**src/hw/rtl/pes_pkg.sv**
```systemverilog
// ----------------------------------------------------------------------------
// pes_pkg: shared types and constants of the priority event scheduler
// Operation codes, field widths, the not-started priority value and the queue length reset value.
// ----------------------------------------------------------------------------
package pes_pkg;

  localparam int PRIO_W = 8;
  localparam int SIG_W  = 8;
  localparam int PAR_W  = 16;
  localparam int OP_W   = 3;
  localparam int LEN_W  = 4;
  localparam int EVT_W  = SIG_W + PAR_W;

  localparam logic [OP_W-1:0] OP_POST   = 3'd0;
  localparam logic [OP_W-1:0] OP_DONE   = 3'd1;
  localparam logic [OP_W-1:0] OP_LOCK   = 3'd2;
  localparam logic [OP_W-1:0] OP_UNLOCK = 3'd3;
  localparam logic [OP_W-1:0] OP_START  = 3'd4;

  localparam logic [PRIO_W-1:0] PRIO_NOT_STARTED = 8'hFF;
  localparam logic [31:0]       QLEN_RESET       = 32'h8888_8888;

  typedef logic [PRIO_W-1:0] prio_t;
  typedef logic [EVT_W-1:0]  event_t;

endpackage

```
**src/hw/rtl/pes_ram.sv**
```systemverilog
// ----------------------------------------------------------------------------
// pes_ram: generic single-write, single-read RAM
// One write port, one read port with registered read data (read-first).
// ----------------------------------------------------------------------------
module pes_ram #(
  parameter int WIDTH = 24,
  parameter int DEPTH = 64
) (
  input  logic                                       clk,
  input  logic                                       we,
  input  logic [((DEPTH > 1) ? $clog2(DEPTH) : 1)-1:0] waddr,
  input  logic [WIDTH-1:0]                           wdata,
  input  logic                                       re,
  input  logic [((DEPTH > 1) ? $clog2(DEPTH) : 1)-1:0] raddr,
  output logic [WIDTH-1:0]                           rdata
);

  logic [WIDTH-1:0] mem [DEPTH];

  always_ff @(posedge clk) begin
    if (we) begin
      mem[waddr] <= wdata;
    end
    if (re) begin
      rdata <= mem[raddr];
    end
  end

endmodule

```
**src/hw/rtl/priority_event_queue_scheduler.sv**
```systemverilog
// ----------------------------------------------------------------------------
// priority_event_queue_scheduler: preemptive priority scheduler with event queues
// One ring queue per priority, ready mask, preemption stack and mutex ceiling.
// ----------------------------------------------------------------------------
// Usage:
//   in_*  : one command transaction (tuser = op, tdata = prio, sig, par).
//   out_* : results; every command gives one status transaction (tuser = 0),
//           optionally followed by one dispatch transaction (tuser = 1).
//           tlast marks the final result of a command.
//   cfg_* : write of the packed queue length register, always ready; write
//           it only while no command is in flight.
// Timing: a command is registered on accept and executes once no dispatch
// is pending and the result register is free, loading its status there.
// A dispatch follows once the status is taken, its event read from the
// event RAM (or taken from a post to the same slot by the same command).
// Throughput: one command per cycle without dispatch while out_tready is
// high; a dispatch holds the next command until it enters the output register.
// Reset: queues empty, ready mask clear, stack empty, current priority 255
// (not started), queue lengths 0x88888888. Event RAM is not cleared.
// Output stall: the result register holds; a command waits in the input
// register and in_tready drops until the result is taken.
// ----------------------------------------------------------------------------
module priority_event_queue_scheduler
  import pes_pkg::*;
#(
  parameter int NUM_PRIO    = 8,
  parameter int QUEUE_DEPTH = 8
) (
  input  logic        clk,
  input  logic        rst_n,
  input  logic        in_tvalid,
  output logic        in_tready,
  input  logic [31:0] in_tdata,   // prio[7:0], sig[15:8], par[31:16]
  input  logic [2:0]  in_tuser,   // op[2:0]
  output logic        out_tvalid,
  input  logic        out_tready,
  output logic [39:0] out_tdata,  // status[0], out_prio[8:1], out_sig[16:9],
                                  // out_par[32:17], zero[39:33]
  output logic [0:0]  out_tuser,  // kind[0]
  output logic        out_tlast,
  input  logic        cfg_tvalid,
  output logic        cfg_tready,
  input  logic [31:0] cfg_tdata   // queue_lengths[31:0]
);

  localparam int IDXW = (NUM_PRIO > 1) ? $clog2(NUM_PRIO) : 1;
  localparam int QW   = (QUEUE_DEPTH > 1) ? $clog2(QUEUE_DEPTH) : 1;
  localparam int CW   = $clog2(QUEUE_DEPTH + 1);
  localparam int SPW  = $clog2(NUM_PRIO + 1);
  localparam int MD   = NUM_PRIO * QUEUE_DEPTH;
  localparam int AW   = (MD > 1) ? $clog2(MD) : 1;

  // configuration
  logic [31:0] qlen_r;

  // input register
  logic                 in_vld_r;
  logic [OP_W-1:0]      in_op_r;
  prio_t                in_prio_r;
  logic [SIG_W-1:0]     in_sig_r;
  logic [PAR_W-1:0]     in_par_r;

  // scheduler state
  logic [QW-1:0]        head_r  [NUM_PRIO];
  logic [QW-1:0]        tail_r  [NUM_PRIO];
  logic [CW-1:0]        cnt_r   [NUM_PRIO];
  logic [NUM_PRIO-1:0]  ready_r;
  prio_t                cur_r;
  prio_t                stack_r [NUM_PRIO];
  logic [SPW-1:0]       sp_r;

  // dispatch pending
  logic                 disp_pend_r;
  prio_t                disp_prio_r;
  logic                 byp_r;
  event_t               byp_data_r;

  // result register
  logic                 out_vld_r;
  logic                 out_kind_r;
  logic                 out_status_r;
  prio_t                out_prio_r;
  logic [SIG_W-1:0]     out_sig_r;
  logic [PAR_W-1:0]     out_par_r;
  logic                 out_last_r;

  // combinational
  logic                 out_free;
  logic                 exec_fire;
  logic                 is_post, is_done, is_lock, is_unlock, is_start;
  logic [LEN_W-1:0]     len     [NUM_PRIO];
  logic [NUM_PRIO-1:0]  lane_ok;
  logic [NUM_PRIO-1:0]  post_hit;
  logic [NUM_PRIO-1:0]  first_hit;
  logic [NUM_PRIO-1:0]  mask_post;
  logic [NUM_PRIO-1:0]  cnt_nz;
  logic                 post_ok;
  logic [IDXW-1:0]      pidx;
  logic [QW-1:0]        post_head;
  logic                 hr_any;
  logic [IDXW-1:0]      hr_idx;
  prio_t                hr;
  prio_t                cur_eff;
  prio_t                pin;
  logic                 sched_req, can_sched, done_disp;
  logic                 disp, push, pop;
  prio_t                cur_nxt;
  logic [QW-1:0]        deq_tail;
  logic [CW-1:0]        cnt_mid [NUM_PRIO];
  logic [QW-1:0]        head_nxt [NUM_PRIO];
  logic [QW-1:0]        tail_nxt [NUM_PRIO];
  logic [CW-1:0]        cnt_nxt  [NUM_PRIO];
  logic [NUM_PRIO-1:0]  ready_nxt;
  logic                 ram_we, ram_re;
  logic [AW-1:0]        ram_waddr, ram_raddr;
  event_t               ram_wdata, ram_rdata;

  assign cfg_tready = 1'b1;
  assign out_free   = !out_vld_r || out_tready;
  assign exec_fire  = in_vld_r && !disp_pend_r && out_free;
  assign in_tready  = !in_vld_r || exec_fire;

  assign is_post   = (in_op_r == OP_POST);
  assign is_done   = (in_op_r == OP_DONE);
  assign is_lock   = (in_op_r == OP_LOCK);
  assign is_unlock = (in_op_r == OP_UNLOCK);
  assign is_start  = (in_op_r == OP_START);

  // per-priority lengths, post acceptance and post lane selection
  always_comb begin
    pidx      = '0;
    post_head = '0;
    for (int i = 0; i < NUM_PRIO; i++) begin
      if (i < 8 && LEN_W'(qlen_r >> (4 * i)) > LEN_W'(QUEUE_DEPTH)) begin
        len[i] = LEN_W'(QUEUE_DEPTH);
      end else if (i < 8) begin
        len[i] = LEN_W'(qlen_r >> (4 * i));
      end else begin
        len[i] = '0;
      end
      lane_ok[i]  = (len[i] != '0) && (LEN_W'(cnt_r[i]) < len[i]);
      post_hit[i] = is_post && (in_prio_r == PRIO_W'(i + 1));
      cnt_nz[i]   = (cnt_r[i] != '0);
      if (post_hit[i]) begin
        pidx      = IDXW'(i);
        post_head = head_r[i];
      end
    end
    post_ok   = |(post_hit & lane_ok);
    first_hit = post_hit & lane_ok & ~cnt_nz;
    mask_post = ready_r | first_hit;
  end

  // highest ready priority
  always_comb begin
    hr_any = 1'b0;
    hr_idx = '0;
    for (int i = 0; i < NUM_PRIO; i++) begin
      if (mask_post[i]) begin
        hr_any = 1'b1;
        hr_idx = IDXW'(i);
      end
    end
    hr = hr_any ? PRIO_W'(hr_idx) + PRIO_W'(1) : '0;
  end

  // scheduling decision
  always_comb begin
    if (is_unlock && in_prio_r < cur_r) begin
      cur_eff = in_prio_r;
    end else if (is_start) begin
      cur_eff = '0;
    end else begin
      cur_eff = cur_r;
    end
    pin       = stack_r[IDXW'(sp_r - SPW'(1))];
    sched_req = (is_post && |first_hit) || (is_unlock && in_prio_r < cur_r) || is_start;
    can_sched = hr_any && (hr > cur_eff) && (sp_r < SPW'(NUM_PRIO));
    done_disp = hr_any && (hr > pin);
    push      = sched_req && can_sched;
    disp      = push || (is_done && sp_r != '0 && done_disp);
    pop       = is_done && sp_r != '0 && !done_disp;
    priority if (disp) begin
      cur_nxt = hr;
    end else if (pop) begin
      cur_nxt = pin;
    end else if (is_lock && in_prio_r > cur_r) begin
      cur_nxt = in_prio_r;
    end else begin
      cur_nxt = cur_eff;
    end
  end

  // queue lane updates: post first, then dequeue
  always_comb begin
    deq_tail = '0;
    for (int i = 0; i < NUM_PRIO; i++) begin
      head_nxt[i] = head_r[i];
      cnt_mid[i]  = cnt_r[i];
      if (post_hit[i] && lane_ok[i]) begin
        head_nxt[i] = (LEN_W'(head_r[i]) + LEN_W'(1) >= len[i]) ? '0 : head_r[i] + QW'(1);
        cnt_mid[i]  = cnt_r[i] + CW'(1);
      end
      tail_nxt[i]  = tail_r[i];
      cnt_nxt[i]   = cnt_mid[i];
      ready_nxt[i] = mask_post[i];
      if (disp && hr_idx == IDXW'(i)) begin
        deq_tail    = tail_r[i];
        tail_nxt[i] = (LEN_W'(tail_r[i]) + LEN_W'(1) >= len[i]) ? '0 : tail_r[i] + QW'(1);
        if (cnt_mid[i] != '0) begin
          cnt_nxt[i] = cnt_mid[i] - CW'(1);
        end
        if (cnt_nxt[i] == '0) begin
          ready_nxt[i] = 1'b0;
        end
      end
    end
  end

  assign ram_we    = exec_fire && post_ok;
  assign ram_waddr = AW'(pidx) * AW'(QUEUE_DEPTH) + AW'(post_head);
  assign ram_wdata = {in_sig_r, in_par_r};
  assign ram_re    = exec_fire && disp;
  assign ram_raddr = AW'(hr_idx) * AW'(QUEUE_DEPTH) + AW'(deq_tail);

  pes_ram #(
    .WIDTH (EVT_W),
    .DEPTH (MD)
  ) u_evt_ram (
    .clk   (clk),
    .we    (ram_we),
    .waddr (ram_waddr),
    .wdata (ram_wdata),
    .re    (ram_re),
    .raddr (ram_raddr),
    .rdata (ram_rdata)
  );

  always_ff @(posedge clk) begin
    if (!rst_n) begin
      qlen_r <= QLEN_RESET;
    end else if (cfg_tvalid && cfg_tready) begin
      qlen_r <= cfg_tdata;
    end
  end

  always_ff @(posedge clk) begin
    if (!rst_n) begin
      in_vld_r <= 1'b0;
    end else if (in_tready) begin
      in_vld_r <= in_tvalid;
    end
  end

  always_ff @(posedge clk) begin
    if (in_tvalid && in_tready) begin
      in_op_r   <= in_tuser;
      in_prio_r <= in_tdata[7:0];
      in_sig_r  <= in_tdata[15:8];
      in_par_r  <= in_tdata[31:16];
    end
  end

  always_ff @(posedge clk) begin
    if (!rst_n) begin
      for (int i = 0; i < NUM_PRIO; i++) begin
        head_r[i] <= '0;
        tail_r[i] <= '0;
        cnt_r[i]  <= '0;
      end
      ready_r <= '0;
      cur_r   <= PRIO_NOT_STARTED;
      sp_r    <= '0;
    end else if (exec_fire) begin
      for (int i = 0; i < NUM_PRIO; i++) begin
        head_r[i] <= head_nxt[i];
        tail_r[i] <= tail_nxt[i];
        cnt_r[i]  <= cnt_nxt[i];
      end
      ready_r <= ready_nxt;
      cur_r   <= cur_nxt;
      if (push) begin
        sp_r <= sp_r + SPW'(1);
      end else if (pop) begin
        sp_r <= sp_r - SPW'(1);
      end
    end
  end

  always_ff @(posedge clk) begin
    if (exec_fire && push) begin
      stack_r[IDXW'(sp_r)] <= cur_eff;
    end
  end

  always_ff @(posedge clk) begin
    if (!rst_n) begin
      disp_pend_r <= 1'b0;
    end else if (exec_fire) begin
      disp_pend_r <= disp;
    end else if (disp_pend_r && out_free) begin
      disp_pend_r <= 1'b0;
    end
  end

  always_ff @(posedge clk) begin
    if (exec_fire && disp) begin
      disp_prio_r <= hr;
      byp_r       <= ram_we && (ram_waddr == ram_raddr);
      byp_data_r  <= ram_wdata;
    end
  end

  always_ff @(posedge clk) begin
    if (!rst_n) begin
      out_vld_r <= 1'b0;
    end else if (exec_fire || (disp_pend_r && out_free)) begin
      out_vld_r <= 1'b1;
    end else if (out_tready) begin
      out_vld_r <= 1'b0;
    end
  end

  always_ff @(posedge clk) begin
    if (exec_fire) begin
      out_kind_r   <= 1'b0;
      out_status_r <= is_post && !post_ok;
      out_prio_r   <= is_lock ? cur_r : '0;
      out_sig_r    <= '0;
      out_par_r    <= '0;
      out_last_r   <= !disp;
    end else if (disp_pend_r && out_free) begin
      out_kind_r   <= 1'b1;
      out_status_r <= 1'b0;
      out_prio_r   <= disp_prio_r;
      out_sig_r    <= byp_r ? byp_data_r[EVT_W-1:PAR_W] : ram_rdata[EVT_W-1:PAR_W];
      out_par_r    <= byp_r ? byp_data_r[PAR_W-1:0] : ram_rdata[PAR_W-1:0];
      out_last_r   <= 1'b1;
    end
  end

  assign out_tvalid = out_vld_r;
  assign out_tuser  = out_kind_r;
  assign out_tlast  = out_last_r;
  assign out_tdata  = {7'd0, out_par_r, out_sig_r, out_prio_r, out_status_r};

  // a status that is not last is always followed by a pending dispatch
  a_status_then_disp: assert property (@(posedge clk) disable iff (!rst_n)
    (out_vld_r && !out_kind_r && !out_last_r) |-> disp_pend_r)
    else $error("status without last but no dispatch pending");

  a_sp_range: assert property (@(posedge clk) disable iff (!rst_n)
    sp_r <= SPW'(NUM_PRIO))
    else $error("preemption stack overflow");

  a_ready_tracks_cnt: assert property (@(posedge clk) disable iff (!rst_n)
    ready_r == cnt_nz)
    else $error("ready mask out of step with queue counts");

  a_disp_prio_nonzero: assert property (@(posedge clk) disable iff (!rst_n)
    (out_vld_r && out_kind_r) |-> (out_prio_r != '0))
    else $error("dispatch to idle priority");

endmodule
```
**config.mk**
```make
export PLATFORM = sky130hd
export DESIGN_NAME = priority_event_queue_scheduler
export DESIGN_NICKNAME = d
export VERILOG_FILES = /design/src/hw/rtl/pes_pkg.sv /design/src/hw/rtl/pes_ram.sv /design/src/hw/rtl/priority_event_queue_scheduler.sv
export SDC_FILE = /design/constraint.sdc
export NUM_CORES = 2
export LEC_CHECK = 0
export BUFFER_PORTS_ARGS = -buffer_cell sky130_fd_sc_hd__buf_2
export CAP_MARGIN = 20
export CORE_ASPECT_RATIO = 0.75
export CORE_MARGIN = 3
export CORE_UTILIZATION = 49
export CTS_BUF_LIST = sky130_fd_sc_hd__clkbuf_8
export DETAILED_ROUTE_END_ITERATION = 8
export MAX_ROUTING_LAYER = met4
export PLACE_DENSITY = 0.76
export RECOVER_POWER = 25
export SETUP_SLACK_MARGIN = 0.02
export SLEW_MARGIN = 40
export SYNTH_ARGS = -nofsm -noshare
export SYNTH_HDL_FRONTEND = slang
export SYNTH_SLANG_ARGS = --single-unit
```
**constraint.sdc**
```tcl
create_clock -name clk -period 5.8 [get_ports clk]
set_input_delay 0 -clock clk [delete_from_list [all_inputs] [get_ports clk]]
set_output_delay 0 -clock clk [all_outputs]
set_load 0.02 [all_outputs]
```
Yosys cells after proc, flatten, opt, wreduce, memory -nomap -nowiden
Memory sizes are Yosys's and may differ from the RTL's. A register that Yosys moved wholly into a read port is not among the register bits. Cells that the tools add are included.

RAM bits: 1680. Output and inout port bits: 45. Register bits after elaboration: 158. Memories kept: 5. ROM bits: 0. Bits in latches: 0.

Memory list: u_evt_ram.mem (depth 64, bits a word 24, rd ports 1, clocked after Yosys merged registers in 1, wr ports 1, RTL line pes_ram.sv:18) `logic [WIDTH-1:0] mem [DEPTH];`; stack_r (depth 8, bits a word 8, rd ports 1, clocked after Yosys merged registers in 0, wr ports 1, RTL line priority_event_queue_scheduler.sv:69) `prio_t stack_r [NUM_PRIO];`; cnt_r (depth 8, bits a word 4, rd ports 8, clocked after Yosys merged registers in 0, wr ports 8, RTL line priority_event_queue_scheduler.sv:66) `logic [CW-1:0] cnt_r [NUM_PRIO];`; head_r (depth 8, bits a word 3, rd ports 8, clocked after Yosys merged registers in 0, wr ports 8, RTL line priority_event_queue_scheduler.sv:64) `logic [QW-1:0] head_r [NUM_PRIO];`; tail_r (depth 8, bits a word 3, rd ports 8, clocked after Yosys merged registers in 0, wr ports 8, RTL line priority_event_queue_scheduler.sv:65) `logic [QW-1:0] tail_r [NUM_PRIO];`.

Bitwise gates (word level): 28. Magnitude comparators: 37. Shift-type cells: 0. Multipliers: 0. Equal/unequal tests: 20. Divide/modulo/power cells: 0. Multiplexer cells: 178. Add/subtract/negate cells: 53. Reductions and logical operators: 104.

Operator list (number): $mux 3 (74); $mux 4 (51); $reduce_bool 4->1 (25); $mux 8 (9); $add 3x1->4 const B (17); $ge 4x4->1 (16); $logic_and 1x1->1 (51); $add 3x1->3 const B (16); $mux 1 (41); $add 4x1->4 const B (9); $sub 4x1->4 const B (9); $eq 8x3->1 const B (4); $gt 4x4->1 const B (8); $logic_not 4->1 (8); $lt 4x4->1 (8); $or 1x1->1 (24); $and 8x8->8 (2); $eq 8x2->1 const B (2); $gt 4x8->1 (2); $mux 16 (1); $reduce_or 8->1 (2); $eq 3x3->1 const B (5); $add 6x3->6 (2); $eq 3x2->1 const B (4); other kinds (15) (30).

Depth between registers and ports, before layout
Word-level depth: 33. Mapped depth: 31. Mapped depth without buffers: 25.

Modules after synthesis
From an unflattened synthesis, not the netlist that was laid out.

Cell total of the unflattened synthesis: 4261. Area, all modules: 76940.0 um2.

Modules (own cells, without submodules): pes_ram (cells each 2611, seq. area each 46844.9 um2, area an instance 59570.9 um2, times used 1); priority_event_queue_scheduler (cells each 1650, seq. area each 8147.8 um2, area an instance 17369.2 um2, times used 1).

Worst setup path after synthesis
OpenSTA, ideal clock, no wires.

Path kind: register to register. Start: register in_op_r[1]. End: register byp_data_r[0] (enable). Path buffers: 3. Arrival time: 5799 ps. Path slack: -406 ps. Cell stages (with the launch flop): 23. Library setup time: 407 ps. Cell sequence: edfxtp_1 buf_2 nor4_2 and4_1 nand3_1 nor2_1 nor2_1 o311ai_0 a21o_1 buf_2 ha_1 ha_1 and2_1 ha_1 o21a_1 o21a_1 o211ai_1 nor4_1 nor2_1 nor2_1 clkbuf_1 nand2_1 inv_1.

Cells in the longest elaborated chain, start to end: 20. Elaborated cells between the ends (all ways): 49.

RTL lines: start: declaration (RTL line priority_event_queue_scheduler.sv:58) `logic [OP_W-1:0] in_op_r;`; start signal: assignment (RTL line priority_event_queue_scheduler.sv:257) `in_op_r <= in_tuser;`; $logic_not 3->1 * (RTL line priority_event_queue_scheduler.sv:123) `assign is_post = (in_op_r == OP_POST);`; $logic_and 1x1->1 (RTL line priority_event_queue_scheduler.sv:142) `post_hit[i] = is_post && (in_prio_r == PRIO_W'(i + 1));`; $and 8x8->8 * (2 in a row) (RTL line priority_event_queue_scheduler.sv:150) `first_hit = post_hit & lane_ok & ~cnt_nz;`; $or 8x8->8 * (RTL line priority_event_queue_scheduler.sv:151) `mask_post = ready_r | first_hit;`; $mux 1 (RTL line priority_event_queue_scheduler.sv:159) `if (mask_post[i]) begin`; $mux 3 or $mux 1 (tied branches) (6 in a row) (RTL line priority_event_queue_scheduler.sv:159); $add 3x1->4 or $mux 1 (tied branches) (RTL line priority_event_queue_scheduler.sv:164, priority_event_queue_scheduler.sv:159); $mux 4 * (RTL line priority_event_queue_scheduler.sv:164) `hr = hr_any ? PRIO_W'(hr_idx) + PRIO_W'(1) : '0;`; named net hr[2] (RTL line priority_event_queue_scheduler.sv:102) `prio_t hr;`; $gt 4x8->1 (RTL line priority_event_queue_scheduler.sv:178) `can_sched = hr_any && (hr > cur_eff) && (sp_r < SPW'(NUM_PRIO));`; $logic_and 1x1->1 (2 in a row) (RTL line priority_event_queue_scheduler.sv:178); $logic_and 1x1->1 (RTL line priority_event_queue_scheduler.sv:180) `push = sched_req && can_sched;`; $logic_or 1x1->1 * (RTL line priority_event_queue_scheduler.sv:181) `disp = push || (is_done && sp_r != '0 && done_disp);`; $logic_and 1x1->1 *; named net ram_re (RTL line priority_event_queue_scheduler.sv:114) `logic ram_we, ram_re;`; end signal: assignment (RTL line priority_event_queue_scheduler.sv:310) `byp_data_r <= ram_wdata;`; end: declaration (RTL line priority_event_queue_scheduler.sv:76) `event_t byp_data_r;`.

Mark *: on every way through the listed nets, which the timed path passes. The rest lies on a longest branch. A chain may end at the register's enable or synchronous reset.

Worst setup path in the final report
Start: register in_prio_r[6]. End: register u_evt_ram.rdata[5] (read register of u_evt_ram.mem) (data pin).

Cells in the longest elaborated chain, start to end: 29. Elaborated cells between the ends (all ways): 77.

RTL lines: start: declaration (RTL line priority_event_queue_scheduler.sv:59) `prio_t in_prio_r;`; start signal: assignment (RTL line priority_event_queue_scheduler.sv:258) `in_prio_r <= in_tdata[7:0];`; $eq 8x2->1 or $eq 8x1->1 (tied branches) (RTL line priority_event_queue_scheduler.sv:142); $logic_and 1x1->1 (RTL line priority_event_queue_scheduler.sv:142); $and 8x8->8 * (2 in a row) (RTL line priority_event_queue_scheduler.sv:150); $or 8x8->8 * (RTL line priority_event_queue_scheduler.sv:151); $mux 1 (RTL line priority_event_queue_scheduler.sv:159); $mux 3 or $mux 1 (tied branches) (6 in a row) (RTL line priority_event_queue_scheduler.sv:159); $add 3x1->4 or $mux 1 (tied branches) (RTL line priority_event_queue_scheduler.sv:164, priority_event_queue_scheduler.sv:159); $mux 4 * (RTL line priority_event_queue_scheduler.sv:164); named net hr[1] (RTL line priority_event_queue_scheduler.sv:102); $gt 4x8->1 (RTL line priority_event_queue_scheduler.sv:178); $logic_and 1x1->1 (2 in a row) (RTL line priority_event_queue_scheduler.sv:178); $logic_and 1x1->1 (RTL line priority_event_queue_scheduler.sv:180); $logic_or 1x1->1 * (RTL line priority_event_queue_scheduler.sv:181); $logic_and 1x1->1 (RTL line priority_event_queue_scheduler.sv:207) `if (disp && hr_idx == IDXW'(i)) begin`; $mux 3 (8 in a row) (RTL line priority_event_queue_scheduler.sv:207); $add 6x3->6 (RTL line priority_event_queue_scheduler.sv:224) `assign ram_raddr = AW'(hr_idx) * AW'(QUEUE_DEPTH) + AW'(deq_tail);`; end: declaration (RTL line pes_ram.sv:15) `output logic [WIDTH-1:0] rdata`.

Marks and branches as above.

==> summary.md <==
| Metric | Value |
|---|---|
| Worst hold path type | `in -> reg` |
| Post-synth EDFFs | `1,778` |
| Setup crit start | `in_prio_r[6]` |
| Run status | `finished, violations left` |
| Violated checks | `capacitance limit, slew limit, setup timing` |
| Data arrival time at the worst-slack endpoint | `between 7 and 8 ns` |
| Setup TNS after final layout | `-17.67 ns` |
| Leakage | `37.32 nW` |
| Number of port buffers | `approximately 110` |
| Unique cell type count in the Yosys netlist | `81` |
| Fill cell count | `10,570` |
| Total power divided by cell area | `between 200 and 300 nW/µm²` |
| Routed wire per std cell | `28.07 µm` |
| Reg clk slew, reported paths | `~0.07 ns` |
| Post-route setup slack | `-0.8503 ns` |
| Skew-Pair Late Insertion Delay | `1.02 ns` |
| Clock net sink count | `1,858` |
| Number of failing setup endpoints in the final timing report | `24` |
| Worst reg2reg setup slack | `-0.85 ns` |
| Start-to-end type of the worst setup path | `reg -> reg` |
| Share of synthesized flip-flops with an asynchronous set or reset | `0%` |
| Number of H-tree levels | `5` |
| Number of vias per cell after detailed routing | `6.217` |
| Y dimension of the die | `348.9 µm` |
| Synthesized netlist cell count | `approximately 5,300` |
| Highest routed layer | `met4` |
| Top cells by area in the synthesized netlist | `edfxtp_1 70%, mux2i_1 7.1%, nand2_1 3.5%, ha_1 2.5%, a21oi_1 2.3%` |
| Worst slack at placement | `-1.250 ns` |
| Number of antenna violations at the first check in global routing | `20` |
| CTS tree | `yes` |
| Root buffer selected by CTS | `clkbuf_8` |
| Total wire length | `roughly 240 mm` |
| Fin crit share | `114.7%` |
| Routability cong. | `between 0.9 and 1` |
| Hold path startpoint | `cfg_tvalid` |
| Post-route met1 wirelength | `around 90 mm` |
| Flip-flop and latch count after synthesis | `1,858` |
| Maximum fanout along the worst path | `16` |
| Actual slew at the worst max-slew pin | `3.980 ns` |
| Syn Std Cell Area | `76,820 µm²` |
| CP max stage delay | `0.49 ns` |
| TritonRoute pass-1 iters | `9` |
| Total Power Consumption | `0.02594 W` |
| Prevailing post-synth register cell | `edfxtp_1` |
| Critical path data required time | `6.51 ns` |
| Final Critical Period | `~6.7 ns` |
| Largest net degree at the start of global routing | `66` |
| Post-synthesis cell type with the largest combined area | `edfxtp_1` |
| Max Fclk | `150.4 MHz` |
| CP bufs+invs | `7` |
| Largest clock skew in the final design | `~0.074 ns` |
| Final-report hold violation count | `0` |
| DRC violation count after routing | `0` |
| Top Family by Delay on Critical Path | `simple AND/OR/NAND/NOR gates` |
| Global-route wire length before repair | `340.5 mm` |
| Total die area | `161,600 µm²` |
| Launch point of the worst reg-to-reg path | `in_prio_r[6]` |
| Hold Slack | `between 0.15 and 0.2 ns` |
| Met3 wire length | `about 39 mm` |
| Critical Path Slowest Stage Cell | `edfxtp_1` |
| Unrepaired setup endpoints after global routing | `true` |
| Global route total overflow | `0` |
| Worst slew margin relative to its limit | `-165.3%` |
| Number of maximum-capacitance violations | `19` |
| Category of the worst setup path capture point | `flop` |
| Placed cell count | `7,848` |
| Estimated wirelength of the detail-placed design | `between 100 and 150 mm` |
| Wire length on met2 | `approximately 100 mm` |
| I/O pin total | `117` |
| Syn_area_per_cell | `about 14 µm²` |
| Final max-slew violation count | `1,179` |
| Total via count after detailed routing | `~54,000` |
| Number of core rows | `125` |
| Number of routed nets with antenna violations | `0` |
| Horiz. Die Dim | `between 400 and 500 µm` |
| Final net count | `around 6,600` |
| Total CTS buffers | `281` |
| Post-Layout Cell Count | `8,718` |
| Peak VDD IR | `roughly 0.00028 V` |
| Total GRT Usage | `just under 30%` |
| Share of synthesized area occupied by flip-flops and latches | `between 70% and 80%` |
| Yosys warnings | `0` |
| Layout cells sized above 1 | `roughly 25%` |
| Fraction of synthesized cell area taken by the top area cell type | `between 60% and 70%` |
| Number of global-route vias before repair | `around 52,000` |
| Buffer depth of the longest clock path | `4` |
| Detailed router's first-iteration violation count | `slightly above 9,000` |
| Layout overhead on the synthesized area | `24.84%` |
| Initial core utilization | `49.46%` |
| CORE AREA | `approximately 160,000 µm²` |
| Type of element launching the critical path | `flop` |
==> final timing paths <==
kind              depth (start not counted)            endpoint
setup / recovery                         28  u_evt_ram.rdata[5]
hold reg to reg                           2          ready_r[7]
hold / removal                            3          qlen_r[15]
setup reg to reg                         28  u_evt_ram.rdata[5]
==> worst reg2reg max path, delay by kind of cell, from the launching register on <==
kind | cells | cell delay [ns]
AO/OA/AOI/OAI | 8 | 1.46
adder cells (fa/ha/maj) | 2 | 0.43
buffers and inverters | 7 | 1.31
flip-flops | 1 | 0.49
multiplexers | 1 | 0.28
AND/OR/NAND/NOR | 10 | 2.36
==> report_power, final <==
| group | switching, W | internal (W) | leakage, nW |
|---|---|---|---|
| clock network | 0.00514 | 0.00480 | 2.75 |
| registers | 0.0000871 | 0.0148 | 16.8 |
| logic | 0.000676 | 0.000407 | 17.8 |
| total | 0.00590 | 0.0200 | 37.3 |
==> cell usage after synthesis, types with 56 or more instances <==
cell,count
edfxtp_1,1778
nand2_1,721
mux2i_1,544
a21oi_1,355
o22ai_1,260
nor2_1,250
ha_1,152
nor4_1,111
clkbuf_1,108
buf_2,97
nand3_1,92
inv_1,90
dfxtp_1,80
buf_4,56
==> repair_timing <==
action	CTS	global route
hold buffers	206	0
pin swaps	45	108
setup endpoints to repair	74	103
cloned	17	16
hold endpoints to repair	228	0
buffers inserted	59	101
resized for setup	132	334
==> cells in the final DEF (no fill, tap or decap), drive strengths merged, types with 8 or more instances in the layout <==
master,count
nand3b,8
xnor2,29
nor4,114
edfxtp,1778
a31oi,46
nand3,94
nor2,250
a21oi,356
mux2,10
xor2,29
and3,28
nor3b,12
o211ai,17
nor3,31
dfxtp,80
nor2b,51
a22oi,12
clkbuf,329
diode,20
nand2,721
o22ai,260
o21ai,57
inv,161
or3,23
a21o,21
a211oi,34
clkinv,91
buf,868
or4,16
ha,152
nand2b,28
mux2i,544
clkinvlp,9
dlygate4sd3,205
conb,8
mux4,16
nand4,31
==> final cells by class <==
cell class	instances	area, µm²	share of cell area [%]
inverter	92	354.1	0.3692
tap	2095	2621	2.733
multi-input combinational	3078	22240	23.19
clock buffer	293	4033	4.205
clock inverter	172	807.0	0.8416
timing repair buffer	1110	10800	11.26
sequential	1858	54990	57.35
antenna	20	50.05	0.05219
==> cell families after synthesis <==
kind of cell    after synthesis  synth area share, %
mux                         570                7.704
fa+ha+maj                   152                2.476
flops                      1858                71.59
compound gates              857                6.662
simple gates               1432                8.501
buf+inv                     380                2.398
xor+xnor                     58               0.6613
other cells                   2             0.009776
==> state kept, by name, summed over array words and instances, names as in the netlist, 24 cells and up <==
name	count
u_evt_ram.mem	1536
head_r	24
tail_r	24
stack_r	64
byp_data_r	24
qlen_r	32
cnt_r	32
u_evt_ram.rdata	24
==> metal layers <==
metal  global-route usage [%]  vias to the layer above
met2                    40.78                     4509
li1                         -                    22520
met4                    12.54                        0
met5                        -                        -
met3                    8.698                      770
met1                    40.13                    26410
==> stage by stage <==
stage | cell area, µm² | utilization, %
after floorplan | 77020 | -
after global placement | 84460 | 54.38
after detailed placement | 84530 | 54.43
after CTS | 93210 | 60.02
after global routing | 95880 | 61.74
final | 95900 | 61.75
Note: power is estimated with default switching activity, not from simulation.
